File: src/design/wasc_pkg.sv
`default_nettype none
package wasc_pkg;

    localparam int ALARM_COUNT_DEF = 4;
    localparam int ALARM_MAX       = 4;

    localparam int IDX_W      = 2;
    localparam int CFG_ADDR_W = 3;
    localparam int WORD_W     = 24;
    localparam int TIME_W     = 32;
    localparam int HOUR_W     = 5;
    localparam int MIN_W      = 6;
    localparam int WDAY_W     = 3;
    localparam int VOL_W      = 5;
    localparam int DAYS_W     = 7;
    localparam int SNZ_W      = 6;
    localparam int DAY_CNT_W  = 3;
    localparam int BEST_W     = 14;
    localparam int DIST_W     = 16;
    localparam int MOD_W      = 11;
    localparam int MINUTE_NO_W = 27;

    localparam logic [CFG_ADDR_W-1:0] REG_SNOOZE_EN  = 3'd4;
    localparam logic [CFG_ADDR_W-1:0] REG_SNOOZE_MIN = 3'd5;

    localparam logic [WORD_W-1:0] ALARM_RESET_WORD = 24'd30727;
    localparam logic [SNZ_W-1:0]  SNOOZE_MIN_RESET = 6'd5;

    localparam logic [1:0] ACT_TICK   = 2'd0;
    localparam logic [1:0] ACT_STOP   = 2'd1;
    localparam logic [1:0] ACT_SNOOZE = 2'd2;

    // floor(x / 60) = (x * RECIP) >> RECIP_SHIFT for every 32 bit x
    localparam logic [TIME_W-1:0] MIN_RECIP   = 32'h8888_8889;
    localparam int                RECIP_SHIFT = 37;

    localparam logic [MOD_W-1:0]  SEC_PER_MIN = 11'd60;
    localparam logic [BEST_W-1:0] MIN_PER_DAY = 14'd1440;
    localparam logic [DAY_CNT_W-1:0] LAST_DAY = 3'd7;

    typedef struct packed {
        logic [1:0]        action;
        logic [TIME_W-1:0] unix_time;
        logic [HOUR_W-1:0] hour_now;
        logic [MIN_W-1:0]  minute_now;
        logic [WDAY_W-1:0] weekday_now;
    } t_item;

    typedef struct packed {
        logic              ringing;
        logic              snoozed;
        logic              active_valid;
        logic [IDX_W-1:0]  active_index;
        logic              fired;
        logic [VOL_W-1:0]  play_volume;
        logic              next_valid;
        logic [IDX_W-1:0]  next_index;
        logic [HOUR_W-1:0] next_hour;
        logic [MIN_W-1:0]  next_minute;
        logic [DAY_CNT_W-1:0] next_days_ahead;
        logic [BEST_W-1:0] next_minutes_until;
    } t_result;

    typedef struct packed {
        logic [WORD_W-1:0] word;
        logic              snooze_en;
        logic [SNZ_W-1:0]  snooze_min;
    } t_cfg_view;

    function automatic logic [HOUR_W-1:0] f_hour(input logic [WORD_W-1:0] w);
        return w[4:0];
    endfunction

    function automatic logic [MIN_W-1:0] f_minute(input logic [WORD_W-1:0] w);
        return w[10:5];
    endfunction

    function automatic logic [VOL_W-1:0] f_volume(input logic [WORD_W-1:0] w);
        return w[15:11];
    endfunction

    function automatic logic [DAYS_W-1:0] f_days(input logic [WORD_W-1:0] w);
        return w[22:16];
    endfunction

    function automatic logic f_enable(input logic [WORD_W-1:0] w);
        return w[23];
    endfunction

    // minutes of day from raw hour and minute
    function automatic logic [MOD_W-1:0] f_day_min(input logic [HOUR_W-1:0] h,
                                                   input logic [MIN_W-1:0] m);
        return MOD_W'({6'd0, h} * SEC_PER_MIN) + MOD_W'(m);
    endfunction

    // sum of weekday and days ahead, at most fourteen, modulo seven
    function automatic logic [2:0] f_mod7(input logic [3:0] v);
        logic [3:0] r;
        r = v;
        if (r >= 4'd14) begin
            r = r - 4'd14;
        end else if (r >= 4'd7) begin
            r = r - 4'd7;
        end
        return r[2:0];
    endfunction

endpackage
`default_nettype wire

File: src/design/wasc_regs.sv
`default_nettype none
module wasc_regs
    import wasc_pkg::*;
#(
    parameter int ALARM_COUNT = ALARM_COUNT_DEF
) (
    input  wire logic                  i_clk,
    input  wire logic                  i_rst_n,
    input  wire logic                  i_cfg_we,
    input  wire logic [CFG_ADDR_W-1:0] i_cfg_addr,
    input  wire logic [WORD_W-1:0]     i_cfg_data,
    input  wire logic [IDX_W-1:0]      i_rd_addr,
    output t_cfg_view                  o_view
);

    localparam int IW = (ALARM_COUNT > 1) ? $clog2(ALARM_COUNT) : 1;

    logic [WORD_W-1:0] r_word [ALARM_COUNT];
    logic              r_snooze_en;
    logic [SNZ_W-1:0]  r_snooze_min;

    always_ff @(posedge i_clk) begin
        if (!i_rst_n) begin
            for (int i = 0; i < ALARM_COUNT; i++) begin
                r_word[i] <= ALARM_RESET_WORD;
            end
            r_snooze_en  <= 1'b1;
            r_snooze_min <= SNOOZE_MIN_RESET;
        end else if (i_cfg_we) begin
            if (i_cfg_addr < CFG_ADDR_W'(ALARM_COUNT)) begin
                r_word[i_cfg_addr[IW-1:0]] <= i_cfg_data;
            end else if (i_cfg_addr == REG_SNOOZE_EN) begin
                r_snooze_en <= i_cfg_data[0];
            end else if (i_cfg_addr == REG_SNOOZE_MIN) begin
                r_snooze_min <= i_cfg_data[SNZ_W-1:0];
            end
        end
    end

    assign o_view.word       = r_word[i_rd_addr[IW-1:0]];
    assign o_view.snooze_en  = r_snooze_en;
    assign o_view.snooze_min = r_snooze_min;

endmodule
`default_nettype wire

File: src/design/wasc_engine.sv
`default_nettype none
module wasc_engine
    import wasc_pkg::*;
#(
    parameter int ALARM_COUNT = ALARM_COUNT_DEF
) (
    input  wire logic             i_clk,
    input  wire logic             i_rst_n,
    input  wire logic             i_item_valid,
    input  wire t_item            i_item,
    output logic                  o_item_ready,
    input  wire t_cfg_view        i_view,
    output logic [IDX_W-1:0]      o_rd_addr,
    output logic                  o_res_valid,
    output t_result               o_res,
    input  wire logic             i_res_ready
);

    localparam int IW = (ALARM_COUNT > 1) ? $clog2(ALARM_COUNT) : 1;
    localparam logic [IDX_W-1:0] LAST_IDX = IDX_W'(ALARM_COUNT - 1);

    typedef enum logic [5:0] {
        S_IDLE = 6'b000001,
        S_ACT  = 6'b000010,
        S_FIRE = 6'b000100,
        S_SCAN = 6'b001000,
        S_VOL  = 6'b010000,
        S_DONE = 6'b100000
    } t_state;

    t_state                 r_state, n_state;
    logic                   r_ring, n_ring;
    logic                   r_snooze, n_snooze;
    logic                   r_held_valid, n_held_valid;
    logic [IDX_W-1:0]       r_held_idx, n_held_idx;
    logic [TIME_W-1:0]      r_snooze_end, n_snooze_end;
    logic [MINUTE_NO_W-1:0] r_last [ALARM_COUNT];
    logic                   n_last_we;

    t_item                  r_item, n_item;
    logic [IDX_W-1:0]       r_idx, n_idx;
    logic [DAY_CNT_W-1:0]   r_day, n_day;
    logic [MINUTE_NO_W-1:0] r_minute_no, n_minute_no;
    logic                   r_fired, n_fired;
    logic [VOL_W-1:0]       r_vol, n_vol;
    logic                   r_nvalid, n_nvalid;
    logic [IDX_W-1:0]       r_nidx, n_nidx;
    logic [HOUR_W-1:0]      r_nhour, n_nhour;
    logic [MIN_W-1:0]       r_nmin, n_nmin;
    logic [DAY_CNT_W-1:0]   r_ndays, n_ndays;
    logic [BEST_W-1:0]      r_best, n_best;

    logic [2*TIME_W-1:0]    w_prod;
    logic [TIME_W-1:0]      w_snz_len;
    logic [WORD_W-1:0]      w_word;
    logic [DAYS_W:0]        w_days8;
    logic [2:0]             w_wday;
    logic [MOD_W-1:0]       w_am;
    logic [MOD_W-1:0]       w_cur;
    logic [BEST_W-1:0]      w_day_off;
    logic signed [DIST_W-1:0] w_diff;
    logic                   w_diff_pos;
    logic                   w_hit;
    logic                   w_fire_match;
    logic                   w_alarm_live;

    assign w_prod    = {32'd0, r_item.unix_time} * {32'd0, MIN_RECIP};
    assign w_snz_len = TIME_W'({6'd0, i_view.snooze_min} * {1'b0, SEC_PER_MIN});
    assign w_word    = i_view.word;
    assign w_days8   = {1'b0, f_days(w_word)};
    assign w_wday    = f_mod7({1'b0, r_item.weekday_now} + {1'b0, r_day});
    assign w_am      = f_day_min(f_hour(w_word), f_minute(w_word));
    assign w_cur     = f_day_min(r_item.hour_now, r_item.minute_now);
    assign w_day_off = BEST_W'({11'd0, r_day} * MIN_PER_DAY);
    assign w_diff    = $signed({2'b00, w_day_off}) + $signed({5'd0, w_am})
                     - $signed({5'd0, w_cur});
    assign w_diff_pos   = !w_diff[DIST_W-1] && (w_diff != '0);
    assign w_hit        = w_days8[w_wday];
    assign w_alarm_live = f_enable(w_word) && (f_days(w_word) != '0);
    assign w_fire_match = f_enable(w_word)
                       && (f_hour(w_word) == r_item.hour_now)
                       && (f_minute(w_word) == r_item.minute_now)
                       && w_days8[r_item.weekday_now]
                       && (r_last[r_idx[IW-1:0]] != r_minute_no);

    assign o_rd_addr    = (r_state == S_VOL) ? r_held_idx : r_idx;
    assign o_item_ready = (r_state == S_IDLE);
    assign o_res_valid  = (r_state == S_DONE);

    always_comb begin
        n_state      = r_state;
        n_ring       = r_ring;
        n_snooze     = r_snooze;
        n_held_valid = r_held_valid;
        n_held_idx   = r_held_idx;
        n_snooze_end = r_snooze_end;
        n_last_we    = 1'b0;
        n_item       = r_item;
        n_idx        = r_idx;
        n_day        = r_day;
        n_minute_no  = r_minute_no;
        n_fired      = r_fired;
        n_vol        = r_vol;
        n_nvalid     = r_nvalid;
        n_nidx       = r_nidx;
        n_nhour      = r_nhour;
        n_nmin       = r_nmin;
        n_ndays      = r_ndays;
        n_best       = r_best;

        unique case (r_state)
            S_IDLE: begin
                if (i_item_valid) begin
                    n_item   = i_item;
                    n_fired  = 1'b0;
                    n_nvalid = 1'b0;
                    n_nidx   = '0;
                    n_nhour  = '0;
                    n_nmin   = '0;
                    n_ndays  = '0;
                    n_best   = '1;
                    n_state  = S_ACT;
                end
            end
            S_ACT: begin
                n_minute_no = w_prod[RECIP_SHIFT +: MINUTE_NO_W];
                n_idx       = '0;
                n_day       = '0;
                n_state     = S_SCAN;
                case (r_item.action)
                    ACT_TICK: begin
                        if (!r_ring) begin
                            if (r_snooze) begin
                                if (r_item.unix_time >= r_snooze_end) begin
                                    n_snooze = 1'b0;
                                    if (r_held_valid) begin
                                        n_ring  = 1'b1;
                                        n_fired = 1'b1;
                                    end
                                end
                            end else begin
                                n_state = S_FIRE;
                            end
                        end
                    end
                    ACT_STOP: begin
                        n_ring       = 1'b0;
                        n_snooze     = 1'b0;
                        n_snooze_end = '0;
                        n_held_valid = 1'b0;
                        n_held_idx   = '0;
                    end
                    ACT_SNOOZE: begin
                        if (r_ring && i_view.snooze_en && r_held_valid) begin
                            n_ring       = 1'b0;
                            n_snooze     = 1'b1;
                            n_snooze_end = r_item.unix_time + w_snz_len;
                        end
                    end
                    default: begin
                    end
                endcase
            end
            S_FIRE: begin
                if (w_fire_match) begin
                    n_last_we    = 1'b1;
                    n_held_idx   = r_idx;
                    n_held_valid = 1'b1;
                    n_ring       = 1'b1;
                    n_fired      = 1'b1;
                    n_idx        = '0;
                    n_state      = S_SCAN;
                end else if (r_idx == LAST_IDX) begin
                    n_idx   = '0;
                    n_state = S_SCAN;
                end else begin
                    n_idx = r_idx + 1'b1;
                end
            end
            S_SCAN: begin
                if (w_alarm_live && w_hit && w_diff_pos
                        && (w_diff[BEST_W-1:0] < r_best)) begin
                    n_best   = w_diff[BEST_W-1:0];
                    n_nvalid = 1'b1;
                    n_nidx   = r_idx;
                    n_nhour  = f_hour(w_word);
                    n_nmin   = f_minute(w_word);
                    n_ndays  = r_day;
                end
                if (!w_alarm_live || (w_hit && w_diff_pos) || (r_day == LAST_DAY)) begin
                    n_day = '0;
                    if (r_idx == LAST_IDX) begin
                        n_state = S_VOL;
                    end else begin
                        n_idx = r_idx + 1'b1;
                    end
                end else begin
                    n_day = r_day + 1'b1;
                end
            end
            S_VOL: begin
                n_vol   = r_held_valid ? f_volume(w_word) : '0;
                n_state = S_DONE;
            end
            S_DONE: begin
                if (i_res_ready) begin
                    n_state = S_IDLE;
                end
            end
            default: begin
                n_state = S_IDLE;
            end
        endcase
    end

    always_ff @(posedge i_clk) begin
        if (!i_rst_n) begin
            r_state      <= S_IDLE;
            r_ring       <= 1'b0;
            r_snooze     <= 1'b0;
            r_held_valid <= 1'b0;
            r_held_idx   <= '0;
            r_snooze_end <= '0;
            for (int i = 0; i < ALARM_COUNT; i++) begin
                r_last[i] <= '1;
            end
        end else begin
            r_state      <= n_state;
            r_ring       <= n_ring;
            r_snooze     <= n_snooze;
            r_held_valid <= n_held_valid;
            r_held_idx   <= n_held_idx;
            r_snooze_end <= n_snooze_end;
            if (n_last_we) begin
                r_last[r_idx[IW-1:0]] <= r_minute_no;
            end
        end
    end

    always_ff @(posedge i_clk) begin
        r_item      <= n_item;
        r_idx       <= n_idx;
        r_day       <= n_day;
        r_minute_no <= n_minute_no;
        r_fired     <= n_fired;
        r_vol       <= n_vol;
        r_nvalid    <= n_nvalid;
        r_nidx      <= n_nidx;
        r_nhour     <= n_nhour;
        r_nmin      <= n_nmin;
        r_ndays     <= n_ndays;
        r_best      <= n_best;
    end

    always_comb begin
        o_res.ringing            = r_ring;
        o_res.snoozed            = r_snooze;
        o_res.active_valid       = r_held_valid;
        o_res.active_index       = r_held_valid ? r_held_idx : '0;
        o_res.fired              = r_fired;
        o_res.play_volume        = r_vol;
        o_res.next_valid         = r_nvalid;
        o_res.next_index         = r_nidx;
        o_res.next_hour          = r_nhour;
        o_res.next_minute        = r_nmin;
        o_res.next_days_ahead    = r_ndays;
        o_res.next_minutes_until = r_nvalid ? r_best : '0;
    end

endmodule
`default_nettype wire

File: src/design/weekday_alarm_scheduler_snooze.sv
// each item passes S_ACT, S_FIRE for a tick that looks for a match, the next-alarm scan
// S_SCAN of up to eight days per alarm, then S_VOL and S_DONE; a new item is taken only
// once the result of the last one has been handed to the output register
// the single compare unit steps over the alarms and days ahead one pair per cycle
// reset: synchronous active low, alarm words 07:00 disabled, snooze on for 5 minutes
`default_nettype none
module weekday_alarm_scheduler_snooze
    import wasc_pkg::*;
#(
    parameter int ALARM_COUNT = ALARM_COUNT_DEF
) (
    input  wire logic                  i_clk,
    input  wire logic                  i_rst_n,
    input  wire logic                  s_axis_tvalid,
    output logic                       s_axis_tready,
    // unix_time, hour_now, minute_now, weekday_now, zero pad
    input  wire logic [47:0]           s_axis_tdata,
    // action
    input  wire logic [1:0]            s_axis_tuser,
    output logic                       m_axis_tvalid,
    input  wire logic                  m_axis_tready,
    // ringing, snoozed, active_valid, active_index, fired, play_volume,
    // next_valid, next_index, next_hour, next_minute, next_days_ahead,
    // next_minutes_until, zero pad
    output logic [47:0]                m_axis_tdata,
    input  wire logic                  i_cfg_we,
    input  wire logic [CFG_ADDR_W-1:0] i_cfg_addr,
    input  wire logic [WORD_W-1:0]     i_cfg_data
);

    t_item            w_item;
    t_cfg_view        w_view;
    logic [IDX_W-1:0] w_rd_addr;
    logic             w_res_valid;
    t_result          w_res;
    logic             w_slot_free;

    logic             r_out_valid;
    t_result          r_out;

    assign w_item.action      = s_axis_tuser;
    assign w_item.unix_time   = s_axis_tdata[31:0];
    assign w_item.hour_now    = s_axis_tdata[36:32];
    assign w_item.minute_now  = s_axis_tdata[42:37];
    assign w_item.weekday_now = s_axis_tdata[45:43];

    wasc_regs #(
        .ALARM_COUNT(ALARM_COUNT)
    ) u_regs (
        .i_clk      (i_clk),
        .i_rst_n    (i_rst_n),
        .i_cfg_we   (i_cfg_we),
        .i_cfg_addr (i_cfg_addr),
        .i_cfg_data (i_cfg_data),
        .i_rd_addr  (w_rd_addr),
        .o_view     (w_view)
    );

    wasc_engine #(
        .ALARM_COUNT(ALARM_COUNT)
    ) u_engine (
        .i_clk        (i_clk),
        .i_rst_n      (i_rst_n),
        .i_item_valid (s_axis_tvalid),
        .i_item       (w_item),
        .o_item_ready (s_axis_tready),
        .i_view       (w_view),
        .o_rd_addr    (w_rd_addr),
        .o_res_valid  (w_res_valid),
        .o_res        (w_res),
        .i_res_ready  (w_slot_free)
    );

    assign w_slot_free = !r_out_valid || m_axis_tready;

    always_ff @(posedge i_clk) begin
        if (!i_rst_n) begin
            r_out_valid <= 1'b0;
        end else if (w_slot_free) begin
            r_out_valid <= w_res_valid;
        end
    end

    always_ff @(posedge i_clk) begin
        if (w_slot_free && w_res_valid) begin
            r_out <= w_res;
        end
    end

    assign m_axis_tvalid = r_out_valid;
    assign m_axis_tdata  = {6'd0,
                            r_out.next_minutes_until,
                            r_out.next_days_ahead,
                            r_out.next_minute,
                            r_out.next_hour,
                            r_out.next_index,
                            r_out.next_valid,
                            r_out.play_volume,
                            r_out.fired,
                            r_out.active_index,
                            r_out.active_valid,
                            r_out.snoozed,
                            r_out.ringing};

endmodule
`default_nettype wire
File: config.mk
export PLATFORM = sky130hd
export DESIGN_NAME = weekday_alarm_scheduler_snooze
export DESIGN_NICKNAME = d
export VERILOG_FILES = /design/src/design/wasc_pkg.sv /design/src/design/wasc_regs.sv /design/src/design/wasc_engine.sv /design/src/design/weekday_alarm_scheduler_snooze.sv
export SDC_FILE = /design/constraint.sdc
export NUM_CORES = 1
export LEC_CHECK = 0
export BUFFER_PORTS_ARGS = -buffer_cell sky130_fd_sc_hd__buf_2
export CAP_MARGIN = 30
export CORE_MARGIN = 5
export CORE_UTILIZATION = 50
export CTS_BUF_LIST = sky130_fd_sc_hd__clkbuf_16
export DETAILED_ROUTE_END_ITERATION = 12
export PLACE_DENSITY_LB_ADDON = 0.12
export SLEW_MARGIN = 25
export SYNTH_ARGS = -nofsm -noshare
export SYNTH_HDL_FRONTEND = slang
export SYNTH_SLANG_ARGS = --single-unit
File: constraint.sdc
create_clock -name i_clk -period 8.8 [get_ports i_clk]
set_input_delay 1.76 -clock i_clk [delete_from_list [all_inputs] [get_ports i_clk]]
set_output_delay 1.76 -clock i_clk [all_outputs]
set_load 0.05 [all_outputs]
==> results of run 1 <==
-- cell families (layout without fill, tap and decap cells) --
kind of cell	Yosys count	count (layout)	synth area share, %
simple gates	772	772	12.31
fa+ha+maj	622	622	28.80
buf+inv	540	709	6.567
flops	416	416	37.35
compound gates	398	398	8.263
xor+xnor	129	129	3.528
mux	56	56	3.176
other cells	1	6	0.01171
-- flip-flops by register name, summed over array words and instances (netlist names), named ones only --
register,cells
u_regs.r_snooze_min,6
u_engine.r_best,14
u_engine.r_minute_no,27
m_axis_tdata,42
u_engine.r_vol,5
u_engine.r_fired,1
u_engine.r_nvalid,1
u_engine.r_nhour,5
u_engine.r_ndays,3
u_engine.r_held_valid,1
u_engine.r_nmin,6
u_engine.r_idx,2
u_engine.r_item,48
u_engine.r_day,3
u_engine.r_snooze_end,32
u_regs.r_snooze_en,1
u_regs.r_word,96
m_axis_tvalid,1
u_engine.r_state,6
u_engine.r_held_idx,2
u_engine.r_nidx,2
u_engine.r_last,108
u_engine.r_snooze,1
u_engine.r_ring,1
-- per-layer routing --
layer,part of all wire [%],vias up,GRT usage (%)
li1,-,10500,-
met1,45,10600,30.46
met2,48,458,37.14
met3,4.1,113,2.493
met4,2.3,0,5.385
met5,0,-,0
-- worst max-delay path, delay by kind of cell (launching register included) --
family          cells  cell delay (ns)
fa+ha+maj           7             2.84
simple gates       11             1.95
compound gates      8             1.47
mux                 2             0.51
xor+xnor            3             0.48
flops               1             0.39
buf+inv             4             0.35
-- repair_timing --
| item | 4_1_cts | 5_1_grt |
|---|---|---|
| setup buffers | 0 | 1 |
| resized for setup | 0 | 8 |
| setup endpoints to repair | 0 | 36 |
-- cells in the mapped netlist (all sizes together), types with 4 or more instances --
cell	number	area share (%)
o31a	8	0.22
a22oi	26	0.61
a211o	9	0.25
o22ai	6	0.12
nand3	50	0.78
mux2	5	0.18
mux4	35	2.5
and2	33	0.64
a31oi	8	0.16
and3	19	0.37
a2111oi	9	0.25
or4	32	0.75
nand3b	8	0.19
fa	192	12
or3	67	1.3
xor2	31	0.85
nand2	191	2.2
clkinv	4	0.047
inv	443	5.2
nor4	12	0.28
buf	34	0.63
nor3	26	0.44
a21o	39	0.92
nand4	32	0.63
clkbuf	59	0.70
ha	430	17
nor2b	19	0.37
and4	4	0.11
dfxtp	53	3.3
mux2i	16	0.54
edfxtp	363	34
o21ai	75	1.2
nand2b	62	1.2
o211ai	6	0.14
xnor2	98	2.7
a21oi	96	1.5
a211oi	41	0.96
o21a	20	0.47
nor2	174	2.0
or2	35	0.68
o21bai	10	0.23
a21boi	6	0.14
o31ai	7	0.16
-- cell usage in the layout (no fill, tap or decap), types with 15 or more instances in the layout --
cell | netlist | final
a211oi_1 | 41 | 40
a21o_1 | 38 | 38
a21oi_1 | 95 | 95
a22oi_1 | 26 | 26
and2_1 | 33 | 33
and3_1 | 19 | 19
buf_2 | 18 | 123
buf_4 | 10 | 44
clkbuf_16 | 0 | 49
clkinv_1 | 4 | 15
dfxtp_1 | 53 | 52
edfxtp_1 | 363 | 363
fa_1 | 192 | 192
ha_1 | 430 | 430
inv_1 | 442 | 455
mux2i_1 | 15 | 15
mux4_2 | 35 | 35
nand2_1 | 191 | 191
nand2b_1 | 62 | 62
nand3_1 | 50 | 49
nand4_1 | 32 | 32
nor2_1 | 174 | 172
nor2b_1 | 19 | 18
nor3_1 | 25 | 25
o21a_1 | 20 | 20
o21ai_0 | 74 | 67
or2_2 | 35 | 35
or3_1 | 67 | 67
or4_1 | 32 | 31
xnor2_1 | 98 | 98
xor2_1 | 31 | 31
-- per-stage QoR --
| stage | setup TNS [ns] | hold slack, ns |
|---|---|---|
| floorplan | 0 | 0.4003 |
| global placement | 0 | 0.4026 |
| detailed placement | 0 | 0.4056 |
| CTS | 0 | 0.4198 |
| global route | -0.00008527 | 0.4298 |
| finish | 0 | 0.4210 |
-- worst max path at each step --
stage | slack (ns) | from | to
floorplan | 0.03 | u_engine.r_state[1] | u_engine.r_best[0]
finish | 0.50 | u_engine.r_state[5] | u_engine.r_nmin[5]
global route | -0.00009 | u_engine.r_state[5] | u_engine.r_best[2]
global placement | 0.43 | u_engine.r_state[5] | u_engine.r_nvalid
CTS | 0.20 | u_engine.r_state[5] | u_engine.r_best[2]
detailed placement | 0.26 | u_engine.r_state[5] | u_engine.r_best[4]
-- final cells by class --
class | count | share of cell area, %
Clock inverter | 40 | 0.7363
Clock buffer | 49 | 3.469
Multi-Input combinational cell | 1983 | 51.19
Tap cell | 846 | 2.995
Inverter | 447 | 4.747
Sequential cell | 416 | 33.85
Timing Repair Buffer | 173 | 3.006
==> metrics.cfg, run 1 <==
[status]
status = finished clean

[timing]
fmax_mhz = 120.5
period_needed_ns = 8.298
min_period_over_period_pct = 94.29
worst-slew-pin-transition_ns = 0.9711
skew_ns = 0.02367
fin_ws_ns = 0.5022
finalMaxSlewViolations = 0
setup_viol = 0
slew_headroom_pct = 35.13
finalHoldViolCount = 0

[cells_and_area]
fin_cells = 3954
area_delta_synth_final_pct = 10.35
antenna_cells = 0
nFillCells = 5501
drive_gt1_share_pct = 10.91
final_util_pct = 55.83
seq_area_um2 = 11970
fin_nets = 3773
multi_input_area_um2 = 18090
final_area_um2 = 35340

[die]
die_area_um2 = 69220
coreArea_um2 = 63310
fp.dieH_um = 263.1
initial_core_util_pct = 50.59
die_x_um = 263.1
ios = 132
rows = 92

[setup_path]
ff2ff_path_depth = 35
r2r_setup_slack_ns = 0.50
rr_endpoint = u_engine.r_nmin[5]
r2r-start = u_engine.r_state[5]
slowest_stage = or4_4
path_class = reg -> reg
cpPeakStageDelay_ns = 0.59
cp_max_fo = 11
critPathLaunchType = flip-flop
crit_path_frequent_cell = ha_1
worstPathRequired_ns = 9.09
arrival_ns = 8.59
worstSetupEndpointType = flip-flop

[placed_design]
place_ws_ns = 0.2576
place.gp.congestion = 0.9152
dp_cells = 3861
placed_area_um2 = 33750
dpl.hpwl_um = 57730
port_buffers = 123

[clocking]
clk_pin_slew_worst_paths_ns = 0.06
postCtsHoldBufs = 0
cts_buffers = 48
root_buffer = clkbuf_16
insertion_delay_ns = 0.59
cts_tree = yes
clockBufferDepth = 3
clock-sinks = 416
htreeDepth = 2

[logic_synthesis]
synth_flop_cell = edfxtp_1
netlist_area_um2 = 32030
avgSynthCellArea_um2 = 10.92
syn-instance-count = 2934
synthDistinctLibCells = 80
seq_area_frac_synth_pct = 37.35
synth-edff-count = 363
ys_ff_latch = 416
async_flop_share_pct = 0
ys_warn_count = 0

[route]
route.vias.total = 21670
first_pass_iters = 6
avgViaCountPerCell = 5.480
drc = 0
drt_iter0_markers = 1697
wirelength_um = 76730
antenna_left = 0
post_drt_wl_per_cell_um = 19.41

[worst_hold_path]
whs_path_depth = 0
hp-start = u_engine.r_nmin[4]
min_to = m_axis_tdata[23]
hp-class = reg -> reg

[grt]
antenna_found_initial = 0
grt.overflow.total = 0
grt_usage_pct = 21.91
first_global_vias = 22500
grt_max_degree = 85
grt_first_pass_wirelength_um = 122800

[flow_run]
drv_cap = 0

Power of run 1 is left out: the tool's default activity adds up to more than one toggle a clock period on the data nets, which glitch-free logic cannot reach.
==> run 2: changes to the inputs <==
SYNTH_HIERARCHICAL = 1   (was default)
==> run 2 against run 1 <==
Maximum frequency rose by 0.31%. Die area fell by 0.58%. Clock skew fell by 0.0013 ns. Flip-flop and latch count did not move. Non-clock buffer count fell by 24. Wire length fell by 2.0%. Sequential share of layout area rose by 0.57 points. Utilization fell by 0.73 points.
==> metrics.cfg, run 2 <==
[status]
status = finished clean

[logic_synthesis]
ys_warn_count = 6
syn-instance-count = 2780
avgSynthCellArea_um2 = 11.45
synth.largest_area_cell = edfxtp_1
seq_area_frac_synth_pct = 37.57
synth_top_cell_area_share_pct = 34.24
synthTopCellsByArea = edfxtp_1 (34%), ha_1 (17%), fa_1 (12%), inv_1 (5.4%), dfxtp_1 (3.3%)
synth_most_common_cell = inv_1
ys_ff_latch = 416
synthDistinctLibCells = 91
synth-edff-count = 363
synth_flop_cell = edfxtp_1
netlist_area_um2 = 31830
synth_commonest_cells = inv_1 (460), ha_1 (433), edfxtp_1 (363), fa_1 (197), nand2_1 (115)
async_flop_share_pct = 0

[placed_design]
port_buffers = 123
place.gp.congestion = 0.9051
place_ws_ns = 0.3753
dpl.hpwl_um = 57230

[route]
drt_iter0_markers = 1413
avgViaCountPerCell = 5.458
route.vias.total = 20690
wirelength_um = 75220
first_pass_iters = 5
drc = 0
post_drt_wl_per_cell_um = 19.84
antenna_left = 0

[cells_and_area]
fin_nets = 3621
antenna_cells = 0
drive_gt1_share_pct = 11.24
nFillCells = 5472
reg_top3 = u_engine/r_last: 108 flops, u_regs/r_word: 96 flops, u_engine/r_item: 48 flops
largest_reg_flops = 108
layout_common_cells = inv_1 (476), ha_1 (433), edfxtp_1 (363)
area_delta_synth_final_pct = 9.177
layout_commonest_cell = inv_1
largest_register = u_engine/r_last

[setup_path]
path_class = reg -> reg
ff2ff_path_depth = 30
worstSetupEndpointType = flip-flop
r2r_setup_slack_ns = 0.53
cpPeakStageDelay_ns = 0.66
worst-path-buf-inv = 7
cp_top_family = adder cells
arrival_ns = 8.52
critPathLaunchType = flip-flop
cp_max_fo = 19
slowest_stage = mux4_2
r2r-start = u_engine/r_state[3]
worstPathRequired_ns = 9.05
rr_endpoint = u_engine/r_best[1]
crit_path_frequent_cell = inv_1

[worst_hold_path]
hp-class = reg -> reg
whs_path_depth = 0
hp-start = u_engine/r_nmin[4]
min_to = m_axis_tdata[23]

[die]
fp.dieH_um = 262.3
coreArea_um2 = 63080
initial_core_util_pct = 50.47
ios = 132
rows = 92
die_area_um2 = 68810
die_x_um = 262.3

[timing]
setup_tns_ns = 0
worst-slew-pin-transition_ns = 0.9794
period_needed_ns = 8.272
fin_ws_ns = 0.5276
min_period_over_period_pct = 94.00
finalMaxSlewViolations = 0
rsz0062_at_grt = false
skew_ns = 0.02241
finalHoldViolCount = 0
slew_headroom_pct = 33.85
setup_viol = 0
fmax_mhz = 120.9

[clocking]
cts_tree = yes
clk_pin_slew_worst_paths_ns = 0.06
postCtsHoldBufs = 0
htreeDepth = 2
cts_buffers = 46
clock-sinks = 416
clockBufferDepth = 3
insertion_delay_ns = 0.58
root_buffer = clkbuf_16

[grt]
grt_busiest_layer = met2
first_global_vias = 21600
antenna_found_initial = 1
use_met2_pct = 35.40
grt.overflow.total = 0
met3_usage_pct = 3.024
grt_max_degree = 93
grt_usage_pct = 21.54
grtUsageMet1_pct = 30.92
grt_first_pass_wirelength_um = 119200

[flow_run]
drv_cap = 0

-- run 2: changes by cell type in the layout (fill, tap and decap cells not counted), sizes merged, moves of 22 or more --
cell    change
a211oi     -27
a22oi      -24
buf        -24
inv        +23
nand2      -76
nor2       -90
nor3       +47
or2        +22
or3        -39
or4        -27
-- run 2: kinds of logic (layout without fill, tap and decap cells) --
family | after synthesis | in the layout | share of synthesized area (%)
fa+ha+maj | 630 | 630 | 29.41
simple gates | 642 | 642 | 11.01
compound gates | 369 | 369 | 7.476
xor+xnor | 124 | 124 | 3.412
mux | 64 | 64 | 4.253
flops | 416 | 416 | 37.57
other cells | 1 | 6 | 0.01178
buf+inv | 534 | 694 | 6.862
-- run 2: how the worst max path moves through the flow --
stage	startpoint	to	slack, ns	cells past startpoint
6_report	u_engine/r_state[3]	u_engine/r_best[1]	0.53	30
5_1_grt	u_engine/r_state[0]	u_engine/r_best[12]	0.03	31
4_1_cts	u_engine/r_state[0]	u_engine/r_best[4]	0.30	31
3_5_place_dp	u_engine/r_state[0]	u_engine/r_nmin[1]	0.38	31
3_3_place_gp	u_engine/r_state[0]	u_engine/r_best[13]	0.51	31
2_1_floorplan	u_engine/r_state[0]	u_engine/r_best[0]	0.28	32
-- run 2: metrics by stage --
step | instance area, um2 | utilization [%] | hold WS [ns] | std cells
6_report | 34760 | 55.10 | 0.4208 | 3791
3_5_place_dp | 33320 | 52.81 | 0.4056 | 3704
4_1_cts | 34690 | 54.99 | 0.4237 | 3788
5_1_grt | 34760 | 55.10 | 0.4267 | 3791
3_3_place_gp | 33300 | 52.80 | 0.4041 | 3703
2_1_floorplan | 31860 | - | 0.4003 | 2785
-- run 2: cell type report --
cell class	count	area [um2]	share of cell area (%)
clock inverters	38	222.7	0.6408
inverters	461	1730	4.979
multi-input cells	1835	17780	51.17
repair buffers	149	847.1	2.437
clock buffers	46	1151	3.312
flip-flops and latches	416	11960	34.42
well taps	846	1059	3.046
-- run 2: what timing repair did --
action,in CTS,in global routing
gates resized for setup,0,4
setup buffers,0,1
setup endpoints to repair,0,31
-- run 2: layer usage --
layer | wire, um | vias to the layer above
met1 | 34630 | 10210
met4 | 1483 | 0
met5 | 0 | -
li1 | - | 9923
met3 | 3495 | 87
met2 | 35610 | 473
Power of run 2 is left out for the same reason.
==> run 3: changes to the inputs <==
BUFFER_PORTS_ARGS = -buffer_cell sky130_fd_sc_hd__buf_4   (was -buffer_cell sky130_fd_sc_hd__buf_2)
==> run 3 against run 2 <==
Cell count hardly changed. Register-to-register slack lost 0.09 ns. Count of clock-buffer cells in the layout rose by 1. Utilization up 0.60 points. Maximum frequency decreased by 1.1%. Via count up 0.15%. Flip-flop and latch count did not move.
==> metrics.cfg, run 3 (synthesis results as in run 2) <==
[worst_hold_path]
hp-class = reg -> reg
min_to = m_axis_tdata[14]
whs_path_depth = 0
hp-start = u_engine/r_nhour[0]

[placed_design]
port_buffers = 123
place.gp.congestion = 0.9112
dpl.hpwl_um = 57690

[timing]
finalMaxSlewViolations = 0
slew_headroom_pct = 32.48
worst-slew-pin-transition_ns = 0.9997
setup_tns_ns = 0
fmax_mhz = 119.6
period_needed_ns = 8.362
min_period_over_period_pct = 95.02
skew_ns = 0.02305
rsz0062_at_grt = false
finalHoldViolCount = 0
setup_viol = 0

[setup_path]
path_class = reg -> reg
cp_max_fo = 19
slowest_stage = fa_1
crit_path_frequent_cell = inv_1
worstPathRequired_ns = 9.04
r2r-start = u_engine/r_state[0]
ff2ff_path_depth = 33
critPathLaunchType = flip-flop
arrival_ns = 8.60
worstSetupEndpointType = flip-flop
rr_endpoint = u_engine/r_best[13]
cpPeakStageDelay_ns = 0.56
r2r_setup_slack_ns = 0.44
cp-startpoint = u_engine/r_state[0]

[route]
avgViaCountPerCell = 5.463
post_drt_wl_per_cell_um = 20.11
route.vias.total = 20730
drt_iter0_markers = 1459
antenna_left = 0
drc = 0
first_pass_iters = 5
wirelength_um = 76280

[clocking]
postCtsHoldBufs = 0
cts_buffers = 46
clock-sinks = 416
clockBufferDepth = 3
insertion_delay_ns = 0.58
clk_pin_slew_worst_paths_ns = 0.06
cts_tree = yes
root_buffer = clkbuf_16
htreeDepth = 2

[die]
die_x_um = 262.3
rows = 92
fp.dieH_um = 262.3
initial_core_util_pct = 50.47
ios = 132
coreArea_um2 = 63080
die_area_um2 = 68810

[cells_and_area]
antenna_cells = 0
layout_commonest_cell = inv_1
nFillCells = 5476
layout_common_cells = inv_1 (467), ha_1 (433), edfxtp_1 (363)
reg_top3 = u_engine/r_last: 108 flops, u_regs/r_word: 96 flops, u_engine/r_item: 48 flops
fin_nets = 3626
area_delta_synth_final_pct = 10.37
largest_reg_flops = 108
drive_gt1_share_pct = 11.43
largest_register = u_engine/r_last

[grt]
antenna_found_initial = 0
grt_max_degree = 93
grt_usage_pct = 21.88
first_global_vias = 21960
grt_first_pass_wirelength_um = 121200
grt.overflow.total = 0

[status]
status = finished clean

[flow_run]
drv_cap = 0

-- run 3: area by class of cell --
type                            instances  area, um2  share of cell area (%)
Clock buffer                           47       1176                   3.347
Inverter                              461       1730                   4.925
Clock inverter                         35      249.0                  0.7086
Multi-Input combinational cell       1835      17760                   50.56
Tap cell                              846       1059                   3.013
Sequential cell                       416      11960                   34.04
Timing Repair Buffer                  154       1196                   3.404
-- run 3: worst max-delay path by stage --
stage,endpoint,slack [ns],depth (start not counted)
detailed placement,u_engine/r_nidx[1],0.27,30
finish,u_engine/r_best[13],0.44,33
global route,u_engine/r_best[13],0.03,35
CTS,u_engine/r_best[13],0.20,30
global placement,u_engine/r_best[12],0.42,30
floorplan,u_engine/r_best[0],0.28,32
-- run 3: worst max-delay path, delay by kind of cell, from the launching register on --
kind | cells | cell delay (ns)
muxes | 1 | 0.40
DFF | 1 | 0.33
buffers and inverters | 8 | 1.08
AOI/OAI and AO/OA | 7 | 1.50
adders and majority gates | 7 | 2.95
xor gates and xnor gates | 1 | 0.18
and+or+nand+nor | 9 | 1.57
-- run 3: through the flow --
stage | hold slack (ns) | setup slack [ns] | area [um2] | util [%] | cells
CTS | 0.4173 | 0.2011 | 35060 | 55.58 | 3789
floorplan | 0.4003 | 0.2815 | 31860 | - | 2785
global route | 0.4238 | 0.03250 | 35140 | 55.70 | 3794
detailed placement | 0.4045 | 0.2671 | 33640 | 53.32 | 3707
global placement | 0.4057 | 0.4243 | 33620 | 53.30 | 3706
finish | 0.4134 | 0.4384 | 35140 | 55.70 | 3794
-- run 3: per-layer routing --
layer / GRT usage, % / wire length (um)
met5: 0 / 0
met4: 4.409 / 1405
met3: 2.884 / 3359
met2: 36.92 / 36710
met1: 30.74 / 34810
-- run 3: repair_timing --
action	4_1_cts	5_1_grt
setup endpoints to repair	0	31
resized for setup	0	4
buffers inserted	0	4
Power of run 3 is left out for the same reason.
